===== src/rtl/wsld_pkg.sv =====
package wsld_pkg;

   localparam int unsigned SIZE_W = 31;
   localparam int unsigned ACC_W = SIZE_W + 7;
   localparam int unsigned COUNT_W = 32;
   localparam int unsigned LBYTES_W = 4;

   localparam logic [LBYTES_W-1:0] MAX_LENGTH_BYTES = 4'd8;
   localparam logic [SIZE_W-1:0] MAX_FRAME_SIZE_RESET = 31'd16384;

   localparam logic [7:0] BINARY_FLAG = 8'h80;
   localparam logic [7:0] DELIMITER = 8'hFF;
   localparam logic [7:0] CLOSE_TYPE = 8'hFF;

   typedef enum logic [2:0] {
      PH_TYPE,
      PH_BLEN,
      PH_BDATA,
      PH_TEXT,
      PH_HALT,
      PH_CLOSED
   } phase_type;

   typedef enum logic [1:0] {
      ST_OK        = 2'd0,
      ST_TOO_LONG  = 2'd1,
      ST_LEN_FIELD = 2'd2,
      ST_CLOSE     = 2'd3
   } status_type;

   typedef struct packed {
      logic       valid;
      logic [7:0] frame_type;
      logic [7:0] payload_byte;
      logic       has_data;
      logic       frame_first;
      logic       frame_last;
      status_type status;
   } result_type;

endpackage


===== src/rtl/websocket_legacy_frame_decoder_top.sv =====
// Legacy WebSocket frame decoder: takes one received byte per item on req_ and
// gives at most one result item on rsp_ for it. A new byte is taken every cycle
// while the result register is empty or being drained, so the sustained rate is
// one item per cycle; each byte passes the frame parser in the cycle it is taken
// and its result sits in the rsp_ register from the next cycle on. After a
// length error the block ignores all input until reset, and after a closing
// handshake (binary type 0xFF with length 0) it discards all input until reset.
// The frame size limit is written over csr_, which is always ready; the user must
// write it only while the block is idle, as the block itself does not enforce this.
module websocket_legacy_frame_decoder_top (
   input  logic                        clock,
   input  logic                        reset,
   input  logic                        req_tvalid,
   output logic                        req_tready,
   input  logic [7:0]                  req_tdata,   // rx_byte
   output logic                        rsp_tvalid,
   input  logic                        rsp_tready,
   output logic [23:0]                 rsp_tdata,   // frame_type, payload_byte, frame_first, zero fill
   output logic                        rsp_tlast,   // frame_last
   output logic [2:0]                  rsp_tuser,   // has_data, status
   input  logic                        csr_valid,
   output logic                        csr_ready,
   input  logic [wsld_pkg::SIZE_W-1:0] csr_data
);

   logic [wsld_pkg::SIZE_W-1:0] max_size_ff;
   logic                        out_valid_ff, out_valid_in;
   wsld_pkg::result_type        out_ff;
   wsld_pkg::result_type        result;
   logic                        step;

   assign csr_ready  = 1'b1;
   assign req_tready = !out_valid_ff || rsp_tready;
   assign step       = req_tvalid && req_tready;

   wsld_parser u_parser (
      .clock          (clock),
      .reset          (reset),
      .step           (step),
      .rx_byte        (req_tdata),
      .max_frame_size (max_size_ff),
      .result         (result)
   );

   always_comb begin
      out_valid_in = out_valid_ff;
      if (step) begin
         out_valid_in = result.valid;
      end else if (rsp_tready) begin
         out_valid_in = 1'b0;
      end
   end

   always_ff @(posedge clock) begin
      if (reset) begin
         max_size_ff  <= wsld_pkg::MAX_FRAME_SIZE_RESET;
         out_valid_ff <= 1'b0;
      end else begin
         out_valid_ff <= out_valid_in;
         if (csr_valid && csr_ready) begin
            max_size_ff <= csr_data;
         end
      end
   end

   always_ff @(posedge clock) begin
      if (step && result.valid) begin
         out_ff <= result;
      end
   end

   assign rsp_tvalid = out_valid_ff;
   assign rsp_tdata  = {7'd0, out_ff.frame_first, out_ff.payload_byte, out_ff.frame_type};
   assign rsp_tlast  = out_ff.frame_last;
   assign rsp_tuser  = {out_ff.status, out_ff.has_data};

endmodule


===== src/rtl/wsld_parser.sv =====
module wsld_parser (
   input  logic                          clock,
   input  logic                          reset,
   input  logic                          step,
   input  logic [7:0]                    rx_byte,
   input  logic [wsld_pkg::SIZE_W-1:0]   max_frame_size,
   output wsld_pkg::result_type          result
);

   wsld_pkg::phase_type                 phase_ff, phase_in;
   logic [7:0]                          type_ff, type_in;
   logic [wsld_pkg::SIZE_W-1:0]         acc_ff, acc_in;
   logic [wsld_pkg::LBYTES_W-1:0]       lcnt_ff, lcnt_in;
   logic [wsld_pkg::COUNT_W-1:0]        pcnt_ff, pcnt_in;
   logic                                first_ff, first_in;

   logic [wsld_pkg::ACC_W-1:0]          acc_shift;
   logic                                acc_too_big;
   logic [wsld_pkg::LBYTES_W-1:0]       lcnt_inc;
   logic                                lcnt_over;
   logic [wsld_pkg::COUNT_W-1:0]        pcnt_inc;
   logic                                text_too_big;
   logic                                bdata_last;

   assign acc_shift    = {acc_ff, rx_byte[6:0]};
   assign acc_too_big  = acc_shift > {7'd0, max_frame_size};
   assign lcnt_inc     = lcnt_ff + 1'b1;
   assign lcnt_over    = lcnt_inc > wsld_pkg::MAX_LENGTH_BYTES;
   assign pcnt_inc     = pcnt_ff + 1'b1;
   assign text_too_big = pcnt_inc > {1'b0, max_frame_size};
   assign bdata_last   = pcnt_ff <= 32'd1;

   always_comb begin
      phase_in = phase_ff;
      type_in  = type_ff;
      acc_in   = acc_ff;
      lcnt_in  = lcnt_ff;
      pcnt_in  = pcnt_ff;
      first_in = first_ff;
      case (phase_ff)
         wsld_pkg::PH_TYPE: begin
            type_in  = rx_byte;
            first_in = 1'b1;
            pcnt_in  = '0;
            acc_in   = '0;
            lcnt_in  = '0;
            phase_in = ((rx_byte & wsld_pkg::BINARY_FLAG) != 8'd0) ?
                       wsld_pkg::PH_BLEN : wsld_pkg::PH_TEXT;
         end
         wsld_pkg::PH_BLEN: begin
            acc_in  = acc_shift[wsld_pkg::SIZE_W-1:0];
            lcnt_in = lcnt_inc;
            if (acc_too_big || lcnt_over) begin
               phase_in = wsld_pkg::PH_HALT;
            end else if (!rx_byte[7]) begin
               if (acc_shift == '0) begin
                  phase_in = (type_ff == wsld_pkg::CLOSE_TYPE) ?
                             wsld_pkg::PH_CLOSED : wsld_pkg::PH_TYPE;
               end else begin
                  pcnt_in  = {1'b0, acc_shift[wsld_pkg::SIZE_W-1:0]};
                  first_in = 1'b1;
                  phase_in = wsld_pkg::PH_BDATA;
               end
            end
         end
         wsld_pkg::PH_BDATA: begin
            first_in = 1'b0;
            if (bdata_last) begin
               pcnt_in  = '0;
               phase_in = wsld_pkg::PH_TYPE;
            end else begin
               pcnt_in = pcnt_ff - 1'b1;
            end
         end
         wsld_pkg::PH_TEXT: begin
            if (rx_byte == wsld_pkg::DELIMITER) begin
               phase_in = wsld_pkg::PH_TYPE;
            end else begin
               pcnt_in = pcnt_inc;
               if (text_too_big) begin
                  phase_in = wsld_pkg::PH_HALT;
               end else begin
                  first_in = 1'b0;
               end
            end
         end
         default: begin
            phase_in = phase_ff;
         end
      endcase
   end

   always_comb begin
      result              = '0;
      result.frame_type   = type_ff;
      result.status       = wsld_pkg::ST_OK;
      case (phase_ff)
         wsld_pkg::PH_BLEN: begin
            result.frame_last = 1'b1;
            if (acc_too_big) begin
               result.valid  = 1'b1;
               result.status = wsld_pkg::ST_TOO_LONG;
            end else if (lcnt_over) begin
               result.valid  = 1'b1;
               result.status = wsld_pkg::ST_LEN_FIELD;
            end else if (!rx_byte[7] && acc_shift == '0) begin
               result.valid       = 1'b1;
               result.frame_first = 1'b1;
               result.status      = (type_ff == wsld_pkg::CLOSE_TYPE) ?
                                    wsld_pkg::ST_CLOSE : wsld_pkg::ST_OK;
            end
         end
         wsld_pkg::PH_BDATA: begin
            result.valid        = 1'b1;
            result.payload_byte = rx_byte;
            result.has_data     = 1'b1;
            result.frame_first  = first_ff;
            result.frame_last   = bdata_last;
         end
         wsld_pkg::PH_TEXT: begin
            result.valid = 1'b1;
            if (rx_byte == wsld_pkg::DELIMITER) begin
               result.frame_first = first_ff;
               result.frame_last  = 1'b1;
            end else if (text_too_big) begin
               result.frame_last = 1'b1;
               result.status     = wsld_pkg::ST_TOO_LONG;
            end else begin
               result.payload_byte = rx_byte;
               result.has_data     = 1'b1;
               result.frame_first  = first_ff;
            end
         end
         default: begin
            result.valid = 1'b0;
         end
      endcase
      result.valid = result.valid & step;
   end

   always_ff @(posedge clock) begin
      if (reset) begin
         phase_ff <= wsld_pkg::PH_TYPE;
         type_ff  <= '0;
         acc_ff   <= '0;
         lcnt_ff  <= '0;
         pcnt_ff  <= '0;
         first_ff <= 1'b1;
      end else if (step) begin
         phase_ff <= phase_in;
         type_ff  <= type_in;
         acc_ff   <= acc_in;
         lcnt_ff  <= lcnt_in;
         pcnt_ff  <= pcnt_in;
         first_ff <= first_in;
      end
   end

endmodule

===== config.mk =====
export PLATFORM = sky130hd
export DESIGN_NAME = websocket_legacy_frame_decoder_top
export DESIGN_NICKNAME = d
export VERILOG_FILES = /design/src/rtl/wsld_pkg.sv /design/src/rtl/websocket_legacy_frame_decoder_top.sv /design/src/rtl/wsld_parser.sv
export SDC_FILE = /design/constraint.sdc
export NUM_CORES = 1
export LEC_CHECK = 0
export ABC_AREA = 1
export BUFFER_PORTS_ARGS = -buffer_cell sky130_fd_sc_hd__clkbuf_2
export CORE_ASPECT_RATIO = 2
export CORE_MARGIN = 2
export CORE_UTILIZATION = 42
export CTS_CLUSTER_DIAMETER = 200
export CTS_CLUSTER_SIZE = 28
export DETAILED_ROUTE_END_ITERATION = 8
export HOLD_SLACK_MARGIN = 0.15
export PLACE_DENSITY_LB_ADDON = 0.05
export SLEW_MARGIN = 25
export SYNTH_ARGS = -nofsm -noshare
export SYNTH_HDL_FRONTEND = slang
export SYNTH_SLANG_ARGS = --single-unit

===== constraint.sdc =====
create_clock -name clock -period 3.4 [get_ports clock]
set_input_delay 0.68 -clock clock [delete_from_list [all_inputs] [get_ports clock]]
set_output_delay 0.68 -clock clock [all_outputs]
set_load 0.03 [all_outputs]

==> results of run 1 <==
[routing by layer]
| layer | vias to the layer above | track usage [%] | part of all wire (%) | routed length, µm |
|---|---|---|---|---|
| met5 | - | 0 | 0 | 0 |
| li1 | 4575 | - | - | - |
| met1 | 4092 | 27.9 | 33 | 10800 |
| met3 | 108 | 4.11 | 3.9 | 1250 |
| met2 | 255 | 55.5 | 54 | 17400 |
| met4 | 0 | 22.4 | 8.7 | 2830 |
[power by group through the flow]
stage	clock network, W	logic [W]	registers, W
after floorplan	0	0.000957	0.00185
after global placement	0	0.00142	0.00183
after detailed placement	0	0.00143	0.00183
after CTS	0.00180	0.00143	0.00180
after global routing	0.00186	0.00162	0.00182
final	0.00177	0.00144	0.00180
[area by class of cell]
type | instances | area [µm²] | area share (%)
Inverter | 173 | 654 | 6.24
Sequential cell | 132 | 2870 | 27.3
Clock buffer | 19 | 443 | 4.22
Multi-Input combinational cell | 1013 | 5400 | 51.5
Tap cell | 273 | 342 | 3.26
Clock inverter | 12 | 106 | 1.01
Timing Repair Buffer | 108 | 671 | 6.40
[logic make-up after synthesis]
logic type | share of synthesized area [%]
buf+inv | 10.3
xor+xnor | 3.18
flops | 31.3
simple gates | 32.8
compound gates | 13.1
other cells | 0.0825
fa+ha+maj | 9.07
[through the flow]
step | total power [W] | hold WS (ns)
2_1_floorplan | 0.00281 | 0.425
3_3_place_gp | 0.00325 | 0.440
3_5_place_dp | 0.00326 | 0.437
4_1_cts | 0.00503 | 0.449
5_1_grt | 0.00529 | 0.477
6_report | 0.00502 | 0.450
[worst max-delay path: stages (launching register included)]
cell and delay [ns]:
dfxtp_1 0.36, buf_4 0.17, nand2_2 0.09, nor2_2 0.15
nand2_2 0.10, nor2_8 0.16, nand2_1 0.13, nor2_4 0.14
nand3_1 0.10, and2_1 0.21, ha_1 0.29, a21oi_1 0.16
nand2_1 0.08, a21oi_1 0.14, nand3_1 0.10, nor2_1 0.09
nand2_1 0.07, nand2_2 0.12, nor2_1 0.07, nor2_1 0.12
o211ai_1 0.09
[registers in the layout (all words and copies together), names as in the netlist]
name	cells
rsp_tvalid	1
rsp_tuser	3
max_size_ff	31
u_parser.phase_ff	3
u_parser.pcnt_ff	32
rsp_tdata	17
rsp_tlast	1
u_parser.type_ff	8
u_parser.acc_ff	31
u_parser.lcnt_ff	4
u_parser.first_ff	1
[worst paths after layout]
check                                                       start                     end  slack [ns]  cells after the start
worst min-delay path             u_parser.type_ff[4]$_SDFFE_PP0P_  rsp_tdata[4]$_DFFE_PP_        0.45                      0
worst max-delay path            u_parser.pcnt_ff[11]$_SDFFE_PP0P_     rsp_tlast$_DFFE_PP_        0.20                     20
worst max register to register  u_parser.pcnt_ff[11]$_SDFFE_PP0P_     rsp_tlast$_DFFE_PP_        0.20                     20
worst min register to register   u_parser.type_ff[4]$_SDFFE_PP0P_  rsp_tdata[4]$_DFFE_PP_        0.45                      0
[cell usage after synthesis (2+ instances only)]
library cell / number / area, µm²
nand2_1: 327 / 1230
nor2_1: 194 / 728
inv_1: 167 / 627
dfxtp_1: 111 / 2220
a21oi_1: 109 / 546
nand3_1: 74 / 370
o21ai_0: 71 / 355
ha_1: 66 / 826
xor2_1: 31 / 272
clkbuf_1: 25 / 93.8
nand4_1: 23 / 144
edfxtp_1: 21 / 631
buf_2: 15 / 75.1
nor3_1: 15 / 75.1
buf_4: 13 / 97.6
nand2_2: 12 / 75.1
o211ai_1: 12 / 90.1
nor2_2: 9 / 56.3
o221ai_1: 8 / 70.1
o22ai_1: 7 / 43.8
nor2_4: 6 / 67.6
nor4_1: 5 / 31.3
and2_1: 4 / 25.0
inv_2: 4 / 15.0
a21o_1: 3 / 22.5
a31oi_1: 3 / 18.8
buf_1: 3 / 11.3
a21oi_2: 2 / 17.5
and3_1: 2 / 12.5
conb_1: 2 / 7.51
nand2_4: 2 / 22.5
nand3b_1: 2 / 15.0
nor3_2: 2 / 20.0
nor3b_1: 2 / 15.0
or2_0: 2 / 12.5
xnor2_1: 2 / 17.5
[what timing repair did]
item	CTS	global route
gates resized for setup	0	31
setup endpoints to repair	0	16
buffers inserted	0	1
hold buffers	0	0
==> metrics.md, run 1 <==
| Metric | Value |
|---|---|
| Worst-Margin Slew | 0.867 ns |
| First-pass DRT Iterations | 8 |
| CTS Root Cell | clkbuf_16 |
| GR Util All Layers | 29.5% |
| Final-stage net count | 1555 |
| Final instance count without filler cells | 1730 |
| DRT iter0 DRCs | 528 |
| HP Class | reg2reg |
| Ports | 75 |
| GRT overflow | 0 |
| Psw | 0.00184 W |
| Sequential fraction of the synthesis area | 31.3% |
| # setup viols final | 0 |
| Setup Skew | 0.00971 ns |
| Internal power | 0.00318 W |
| Worst setup EP type | register |
| Period utilization | 94.1% |
| Synthesized instance count | 1369 |
| Clock sink total | 132 |
| TNS Setup | 0 ns |
| Post-layout util | 49.0% |
| Cell variety after synth | 49 |
| Post-DRT Antenna Nets | 0 |
| Final Slew Violations | 0 |
| Die area | 0.0229 mm² |
| Total number of vias | 9030 |
| Async set-reset flop share out of synthesis | 0% |
| Post-place setup slack | 0.0881 ns |
| Top flip-flop cell by instance count after synthesis | dfxtp_1 |
| Post-route cell area | 0.0105 mm² |
| RSZ-0062 raised after global routing | yes |
| Synth Area per Inst | 6.65 µm² |
| GPL Wtd Cong | 0.955 |
| EDFF count, synth | 21 |
| Vias/cell | 5.22 |
| Yosys reg bits | 132 |
| Residual DRC | 0 |
| Clock Latency Late Sink | 0.45 ns |
| Combinational power share | 28.8% |
| CTS Buf Count | 17 |
| Worst IR Drop VDD | 281 µV |
| Highest attainable clock frequency | 0.312 GHz |
| IO buf count | 66 |
| Mapped Area | 0.00910 mm² |
| Max FO, Critical Path | 6 |
| Share of post-route cells with drive strength above 1 | 14.4% |
| YS warnings | 0 |
| PD cells | 479 mW/mm² |
| CORE AREA | 0.0214 mm² |
| Switching part of the total power | 36.6% |
| Critical path required time | 3.58 ns |
| PnR worst setup slack | 0.199 ns |
| Placement Cell Area | 0.00984 mm² |
| Initial antenna violation count | 0 |
| Pleak | 4.86 nW |
| Status | finished clean |
| Data arrival, critical path | 3.38 ns |
| Clock transition at path regs | 0.06 ns |
| Vias in the first global route | 9076 |
| H-tree levels | 4 |
| Reg power frac | 35.9% |
| Detailed Place HPWL | 25.5 mm |
| Clock share of power | 35.3% |
| Crit path launch type | register |
| Most frequent cells in the layout | nand2_1 (325), nor2_1 (188), inv_1 (165) |
| Slew HR | 41.7% |
| Largest net degree at the start of global routing | 65 |
| Die Ht | 212 µm |
| Crit path time final | 3.20 ns |
| WL final | 32.3 mm |
| First-pass GRT wire length | 49.5 mm |
| Rows | 76 |
| Routed len/inst | 18.7 µm |
| Die Span X | 108 µm |
| Commonest non-fill, non-tap cell in the layout | nand2_1 |
| Layout area overhead | 15.2% |
| Initial core utilization | 42.5% |
| Final Hold Viols | 0 |
| Placed Cells incl. Taps | 1698 |
| Diodes inserted | 0 |
| Crit Path Class | reg2reg |
| Number of max-cap violations | 0 |
| Fillers | 2332 |
| Clock tree buffer depth | 2 |
| CTS tree | yes |
Note: power is estimated with default switching activity, not from simulation.
==> run 2: changes to the inputs <==
--- a/config.mk
+++ b/config.mk
@@ -14,6 +14,7 @@
 export CTS_CLUSTER_SIZE = 28
 export DETAILED_ROUTE_END_ITERATION = 8
 export HOLD_SLACK_MARGIN = 0.15
+export MAX_ROUTING_LAYER = met4
 export PLACE_DENSITY_LB_ADDON = 0.05
 export SLEW_MARGIN = 25
 export SYNTH_ARGS = -nofsm -noshare
==> run 2 against run 1 <==
  * Sequential share of layout area is 0.16 points lower
  * Die area stayed put
  * Largest cell class unchanged
  * Combinational power about the same
  * Clock skew down 0.0027 ns
  * Utilization grew 0.29 points
  * First-iteration DRC count fell by 13%
  * Routed wire length about the same
  * Critical path type unchanged
  * Count of clock-buffer cells in the layout increased by 3
  * Via count is 1.3% higher
==> metrics.md, run 2 (synthesized netlist as in run 1, its figures left out) <==
| Metric | Value |
|---|---|
| GR Util All Layers | 30.0% (was 29.5%) |
| Number of buffers inserted by hold repair at cts | 0 (unchanged) |
| Largest register by flop count | u_parser.pcnt_ff (unchanged) |
| Final Slew Violations | 0 (unchanged) |
| Placed Cells incl. Taps | 1699 (was 1698) |
| Layout area overhead | 15.9% (was 15.2%) |
| Clock Latency Late Sink | 0.44 ns (was 0.45 ns) |
| CP delay by family, top | simple AND/OR/NAND/NOR gates (unchanged) |
| HP Class | reg2reg (unchanged) |
| Initial antenna violation count | 0 (unchanged) |
| Number of max-cap violations | 0 (unchanged) |
| Rows | 76 (unchanged) |
| Routed len/inst | 18.7 µm (about the same) |
| Slew HR | 34.1% (was 41.7%) |
| Slowest CP cell | dfxtp_1 (unchanged) |
| IO buf count | 66 (unchanged) |
| GRT overflow | 0 (unchanged) |
| Commonest non-fill, non-tap cell in the layout | nand2_1 (unchanged) |
| DRT iter0 DRCs | 458 (was 528) |
| Worst path bufs/invs | 2 (was 1) |
| CP peak stage delay | 0.34 ns (was 0.36 ns) |
| CTS tree | yes (unchanged) |
| Worst IR Drop VDD | 342 µV (was 281 µV) |
| WL final | 32.3 mm (about the same) |
| Share of post-route cells with drive strength above 1 | 14.5% (was 14.4%) |
| Detailed Place HPWL | 25.5 mm (about the same) |
| Reg2Reg Setup Slack | 0.25 ns (was 0.20 ns) |
| CP Cell Sequence | ha_2, nand2_2, inv_1, nand2_2, nor2_4, nand3_4, nand3b_1, or2_1, and2_1, ha_1, and3_4, nand4_1, nor2_1, nand3_1, nand2_1, nand2_2, nand2_2, nand2_2, clkinv_4, nor2_1 (was buf_4, nand2_2, nor2_2, nand2_2, nor2_8, nand2_1, nor2_4, nand3_1, and2_1, ha_1, a21oi_1, nand2_1, a21oi_1, nand3_1, nor2_1, nand2_1, nand2_2, nor2_1, nor2_1, o211ai_1) |
| Final instance count without filler cells | 1731 (was 1730) |
| Residual DRC | 0 (unchanged) |
| Max reg flops | 32 (unchanged) |
| Clock transition at path regs | 0.06 ns (about the same) |
| CTS Root Cell | clkbuf_16 (unchanged) |
| Placement Cell Area | 0.00985 mm² (was 0.00984 mm²) |
| Pleak | 4.88 nW (was 4.86 nW) |
| PnR worst setup slack | 0.249 ns (was 0.199 ns) |
| # setup viols final | 0 (unchanged) |
| Period utilization | 92.7% (was 94.1%) |
| CORE AREA | 0.0214 mm² (unchanged) |
| Total number of vias | 9146 (was 9030) |
| Top Registers | u_parser.pcnt_ff (32), max_size_ff (31), u_parser.acc_ff (31) (unchanged) |
| Clock tree buffer depth | 2 (unchanged) |
| Highest attainable clock frequency | 0.317 GHz (was 0.312 GHz) |
| Crit path launch type | register (unchanged) |
| Worst setup EP type | register (unchanged) |
| Critical path required time | 3.58 ns (about the same) |
| Fillers | 2307 (was 2332) |
| Final-stage net count | 1555 (unchanged) |
| Diodes inserted | 0 (unchanged) |
| PD cells | 489 mW/mm² (was 479 mW/mm²) |
| Setup Skew | 0.00706 ns (was 0.00971 ns) |
| Post-route cell area | 0.0105 mm² (about the same) |
| Final Hold Viols | 0 (unchanged) |
| CTS Buf Count | 17 (unchanged) |
| Clock sink total | 132 (unchanged) |
| CP most frequent cell | nand2_2 |
| First-pass GRT wire length | 48.8 mm (was 49.5 mm) |
| Max FO, Critical Path | 8 (was 6) |
| Ports | 75 (unchanged) |
| Initial core utilization | 42.5% (unchanged) |
| Die Ht | 212 µm (unchanged) |
| H-tree levels | 4 (unchanged) |
| Power after layout | 0.00516 W (was 0.00502 W) |
| Vias/cell | 5.28 (was 5.22) |
| Die area | 0.0229 mm² (unchanged) |
| Status | finished clean (unchanged) |
| Most frequent cells in the layout | nand2_1 (323), nor2_1 (187), inv_1 (167) (was nand2_1 (325), nor2_1 (188), inv_1 (165)) |
| Data arrival, critical path | 3.33 ns (was 3.38 ns) |
| Die Span X | 108 µm (unchanged) |
| WHS | 0.453 ns (was 0.450 ns) |
| Post-place setup slack | 0.108 ns (was 0.0881 ns) |
| Vias in the first global route | 8845 (was 9076) |
| Post-DRT Antenna Nets | 0 (unchanged) |
| GPL Wtd Cong | 0.985 (was 0.955) |
| First-pass DRT Iterations | 5 (was 8) |
| Crit Path Class | reg2reg (unchanged) |
| Largest net degree at the start of global routing | 65 (unchanged) |
| Crit path time final | 3.15 ns (was 3.20 ns) |
| Worst-Margin Slew | 0.979 ns (was 0.867 ns) |
run 2: changes by cell type in the layout (fill, tap and decap cells not counted), moves of 2 or more:
cell / delta
nand2_2: +2
inv_2: -2
inv_1: +2
nand2_1: -2
inv_4: -3
run 2: layout make-up:
class / count / area (µm²) / share of cell area [%]
flip-flops and latches: 132 / 2870 / 27.2
clock inverters: 10 / 119 / 1.13
repair buffers: 108 / 671 / 6.36
clock buffers: 22 / 485 / 4.60
inverters: 173 / 657 / 6.23
multi-input cells: 1013 / 5410 / 51.3
well taps: 273 / 342 / 3.24
run 2: worst paths after layout:
| kind | from | end | cells past startpoint |
|---|---|---|---|
| max | u_parser.pcnt_ff[0]$_SDFFE_PP0P_ | rsp_tdata[9]$_DFFE_PP_ | 20 |
| min | u_parser.type_ff[5]$_SDFFE_PP0P_ | rsp_tdata[5]$_DFFE_PP_ | 0 |
| max reg2reg | u_parser.pcnt_ff[0]$_SDFFE_PP0P_ | rsp_tdata[9]$_DFFE_PP_ | 20 |
| min reg2reg | u_parser.type_ff[5]$_SDFFE_PP0P_ | rsp_tdata[5]$_DFFE_PP_ | 0 |
run 2: worst reg2reg max path: stages (launching register included):
cell and delay (ns):
dfxtp_1 0.34, ha_2 0.19, nand2_2 0.07, inv_1 0.09, nand2_2 0.08, nor2_4 0.16
nand3_4 0.10, nand3b_1 0.19, or2_1 0.26, and2_1 0.15, ha_1 0.27, and3_4 0.18
nand4_1 0.10, nor2_1 0.15, nand3_1 0.09, nand2_1 0.08, nand2_2 0.09, nand2_2 0.10
nand2_2 0.08, clkinv_4 0.08, nor2_1 0.04
run 2: layer usage:
layer | GRT usage, % | up-vias | wire length (µm) | share of wire, %
li1 | - | 4572 | - | -
met5 | - | - | 0 | 0
met4 | 23.3 | 0 | 2890 | 9.0
met3 | 3.53 | 137 | 969 | 3.0
met1 | 28.1 | 4200 | 11100 | 34
met2 | 54.1 | 237 | 17400 | 54
run 2: what timing repair did:
action / 4_1_cts / 5_1_grt
gates resized for setup: 0 / 33
endpoints found under the setup margin: 0 / 16
buffers inserted: 0 / 0
run 2: power breakdown:
part	switching (W)	internal, W	leakage [nW]
registers	0.0000878	0.00172	1.11
logic	0.000997	0.000449	3.48
clock network	0.000747	0.00116	0.288
total	0.00183	0.00333	4.88
run 2: stage by stage:
step / utilization, % / TNS, ns
floorplan: - / 0
global placement: 46.0 / 0
detailed placement: 46.0 / 0
CTS: 48.9 / 0
global route: 49.3 / -0.114
finish: 49.3 / 0
==> run 3: changes to the inputs <==
==> constraint.sdc (replaced) <==
create_clock -name clock -period 3.2 [get_ports clock]
set_input_delay 0.64 -clock clock [delete_from_list [all_inputs] [get_ports clock]]
set_output_delay 0.64 -clock clock [all_outputs]
set_load 0.03 [all_outputs]
==> run 3 against run 2 <==
  * Register-to-register slack got worse by 0.20 ns
  * Total power rose by 7.9%
  * Flip-flop and latch count did not move
  * Routed wire length rose by 3.1%
  * Hold slack got worse by 0.043 ns
  * Via count rose by 1.1%
  * Sequential power rose by 6%
  * Critical path type unchanged
  * Combinational power rose by 12%
==> metrics.md, run 3 (synthesized netlist as in run 1, its figures left out) <==
| Metric | Value |
|---|---|
| Max FO, Critical Path | 4 (was 8) |
| Worst IR Drop VDD | 426 µV (was 342 µV) |
| Max reg flops | 32 (unchanged) |
| HP Class | in2reg (was reg2reg) |
| Worst-Margin Slew | 0.935 ns (was 0.979 ns) |
| RSZ-0062 raised after global routing | yes |
| Die Ht | 212 µm (unchanged) |
| Critical path required time | 3.59 ns (was 3.58 ns) |
| # setup viols final | 0 (unchanged) |
| CORE AREA | 0.0214 mm² (unchanged) |
| First-pass DRT Iterations | 5 (unchanged) |
| First-pass GRT wire length | 50.4 mm (was 48.8 mm) |
| WHS | 0.409 ns (was 0.453 ns) |
| Detailed Place HPWL | 26.5 mm (was 25.5 mm) |
| Final Slew Violations | 0 (unchanged) |
| Final Hold Viols | 0 (unchanged) |
| Clock transition at path regs | 0.06 ns (about the same) |
| Highest attainable clock frequency | 0.317 GHz (about the same) |
| Post-route cell area | 0.0109 mm² (was 0.0105 mm²) |
| Largest register by flop count | u_parser.pcnt_ff (unchanged) |
| Clock sink total | 132 (unchanged) |
| Ports | 75 (unchanged) |
| Power after layout | 0.00557 W (was 0.00516 W) |
| Slowest CP cell | dfxtp_1 (unchanged) |
| Rows | 76 (unchanged) |
| GR Util All Layers | 31.3% (was 30.0%) |
| CP peak stage delay | 0.33 ns (was 0.34 ns) |
| CTS tree | yes (unchanged) |
| WL final | 33.3 mm (was 32.3 mm) |
| Pleak | 5.14 nW (was 4.88 nW) |
| Share of post-route cells with drive strength above 1 | 17.0% (was 14.5%) |
| Placed Cells incl. Taps | 1734 (was 1699) |
| Residual DRC | 0 (unchanged) |
| Worst setup EP type | register (unchanged) |
| Placement Cell Area | 0.0101 mm² (was 0.00985 mm²) |
| Number of max-cap violations | 0 (unchanged) |
| Most frequent cells in the layout | nand2_1 (321), nor2_1 (186), inv_1 (167) (was nand2_1 (323), nor2_1 (187), inv_1 (167)) |
| Setup Skew | 0.00830 ns (was 0.00706 ns) |
| Top Registers | u_parser.pcnt_ff (32), max_size_ff (31), u_parser.acc_ff (31) (unchanged) |
| Post-DRT Antenna Nets | 0 (unchanged) |
| TNS Setup | 0 ns (unchanged) |
| Diodes inserted | 0 (unchanged) |
| Slew HR | 37.1% (was 34.1%) |
| CP Cell Sequence | nand2_1, nor3_4, nand2_4, nor2_4, nand3_4, nand3b_1, or2_1, and2_1, ha_1, and3_4, nand4_1, a21oi_1, nor2_1, nand2_1, nand2_2, buf_4, a21oi_2, nand3_1, a21oi_2 (was ha_2, nand2_2, inv_1, nand2_2, nor2_4, nand3_4, nand3b_1, or2_1, and2_1, ha_1, and3_4, nand4_1, nor2_1, nand3_1, nand2_1, nand2_2, nand2_2, nand2_2, clkinv_4, nor2_1) |
| Crit path launch type | register (unchanged) |
| Clock tree buffer depth | 2 (unchanged) |
| CTS Buf Count | 17 (unchanged) |
| Crit path time final | 3.16 ns (was 3.15 ns) |
| Vias/cell | 5.23 (was 5.28) |
| Layout area overhead | 19.9% (was 15.9%) |
| H-tree levels | 4 (unchanged) |
| Fillers | 2286 (was 2307) |
| PD cells | 510 mW/mm² (was 489 mW/mm²) |
| Number of buffers inserted by hold repair at cts | 0 (unchanged) |
| Data arrival, critical path | 3.54 ns (was 3.33 ns) |
| Initial core utilization | 42.5% (unchanged) |
| Total number of vias | 9249 (was 9146) |
| Crit Path Class | reg2reg (unchanged) |
| Final-stage net count | 1592 (was 1555) |
| Period utilization | 98.6% (was 92.7%) |
| DRT iter0 DRCs | 444 (was 458) |
| Largest net degree at the start of global routing | 60 (was 65) |
| Final instance count without filler cells | 1768 (was 1731) |
| CTS Root Cell | clkbuf_16 (unchanged) |
| Vias in the first global route | 9148 (was 8845) |
| Clock Latency Late Sink | 0.45 ns (was 0.44 ns) |
| Routed len/inst | 18.9 µm (was 18.7 µm) |
| GPL Wtd Cong | 1.02 (was 0.985) |
| GRT overflow | 0 (unchanged) |
| Die area | 0.0229 mm² (unchanged) |
| Commonest non-fill, non-tap cell in the layout | nand2_1 (unchanged) |
| Initial antenna violation count | 0 (unchanged) |
| IO buf count | 66 (unchanged) |
| Status | finished clean (unchanged) |
| Die Span X | 108 µm (unchanged) |
## run 3: path summary, 6_finish.rpt
| check | startpoint | to | slack [ns] | cells past startpoint |
|---|---|---|---|---|
| worst max register to register | u_parser.pcnt_ff[15]$_SDFFE_PP0P_ | u_parser.phase_ff[0]$_SDFFE_PP0P_ | 0.04 | 19 |
| worst min register to register | u_parser.type_ff[4]$_SDFFE_PP0P_ | rsp_tdata[4]$_DFFE_PP_ | 0.45 | 0 |
| worst min-delay path | csr_data[0] | max_size_ff[0]$_SDFFE_PP0P_ | 0.41 | 3 |
| worst max-delay path | u_parser.pcnt_ff[15]$_SDFFE_PP0P_ | u_parser.phase_ff[0]$_SDFFE_PP0P_ | 0.04 | 19 |
## run 3: timing repair
action,4_1_cts,5_1_grt
buffers inserted,0,2
resized for setup,3,43
pin swaps,0,10
gates cloned,0,0
setup endpoints to repair,9,16
## run 3: layer usage
layer / global-route usage, % / share of wire (%) / vias up
li1: - / - / 4647
met1: 28.7 / 34 / 4247
met2: 56.4 / 54 / 237
met3: 5.06 / 3.3 / 118
met4: 24.0 / 9.0 / 0
met5: - / 0 / -
## run 3: area by class of cell
cell class	count	area (µm²)	share of cell area [%]
well taps	273	342	3.13
flip-flops and latches	132	2860	26.2
inverters	173	657	6.02
repair buffers	145	981	8.99
clock buffers	21	480	4.40
multi-input cells	1013	5470	50.1
clock inverters	11	124	1.14
## run 3: report_power, final
part | internal (W) | total [W] | switching, W
sequential | 0.00182 | 0.00191 | 0.0000832
combinational | 0.000522 | 0.00162 | 0.00110
clock | 0.00123 | 0.00204 | 0.000807
## run 3: through the flow
step	util (%)	worst slack, ns
finish	51.0	0.0448
global placement	47.4	0.0225
floorplan	-	0.273
global route	51.0	-0.152
detailed placement	47.4	-0.0176
CTS	50.3	0.00658
## run 3: critical path, delay by kind of cell (launching register included)
kind                     cells  cell delay (ns)
AND/OR/NAND/NOR             14             1.93
AO/OA/AOI/OAI                3             0.40
flip-flops                   1             0.33
adder cells (fa/ha/maj)      1             0.27
buffers and inverters        1             0.16
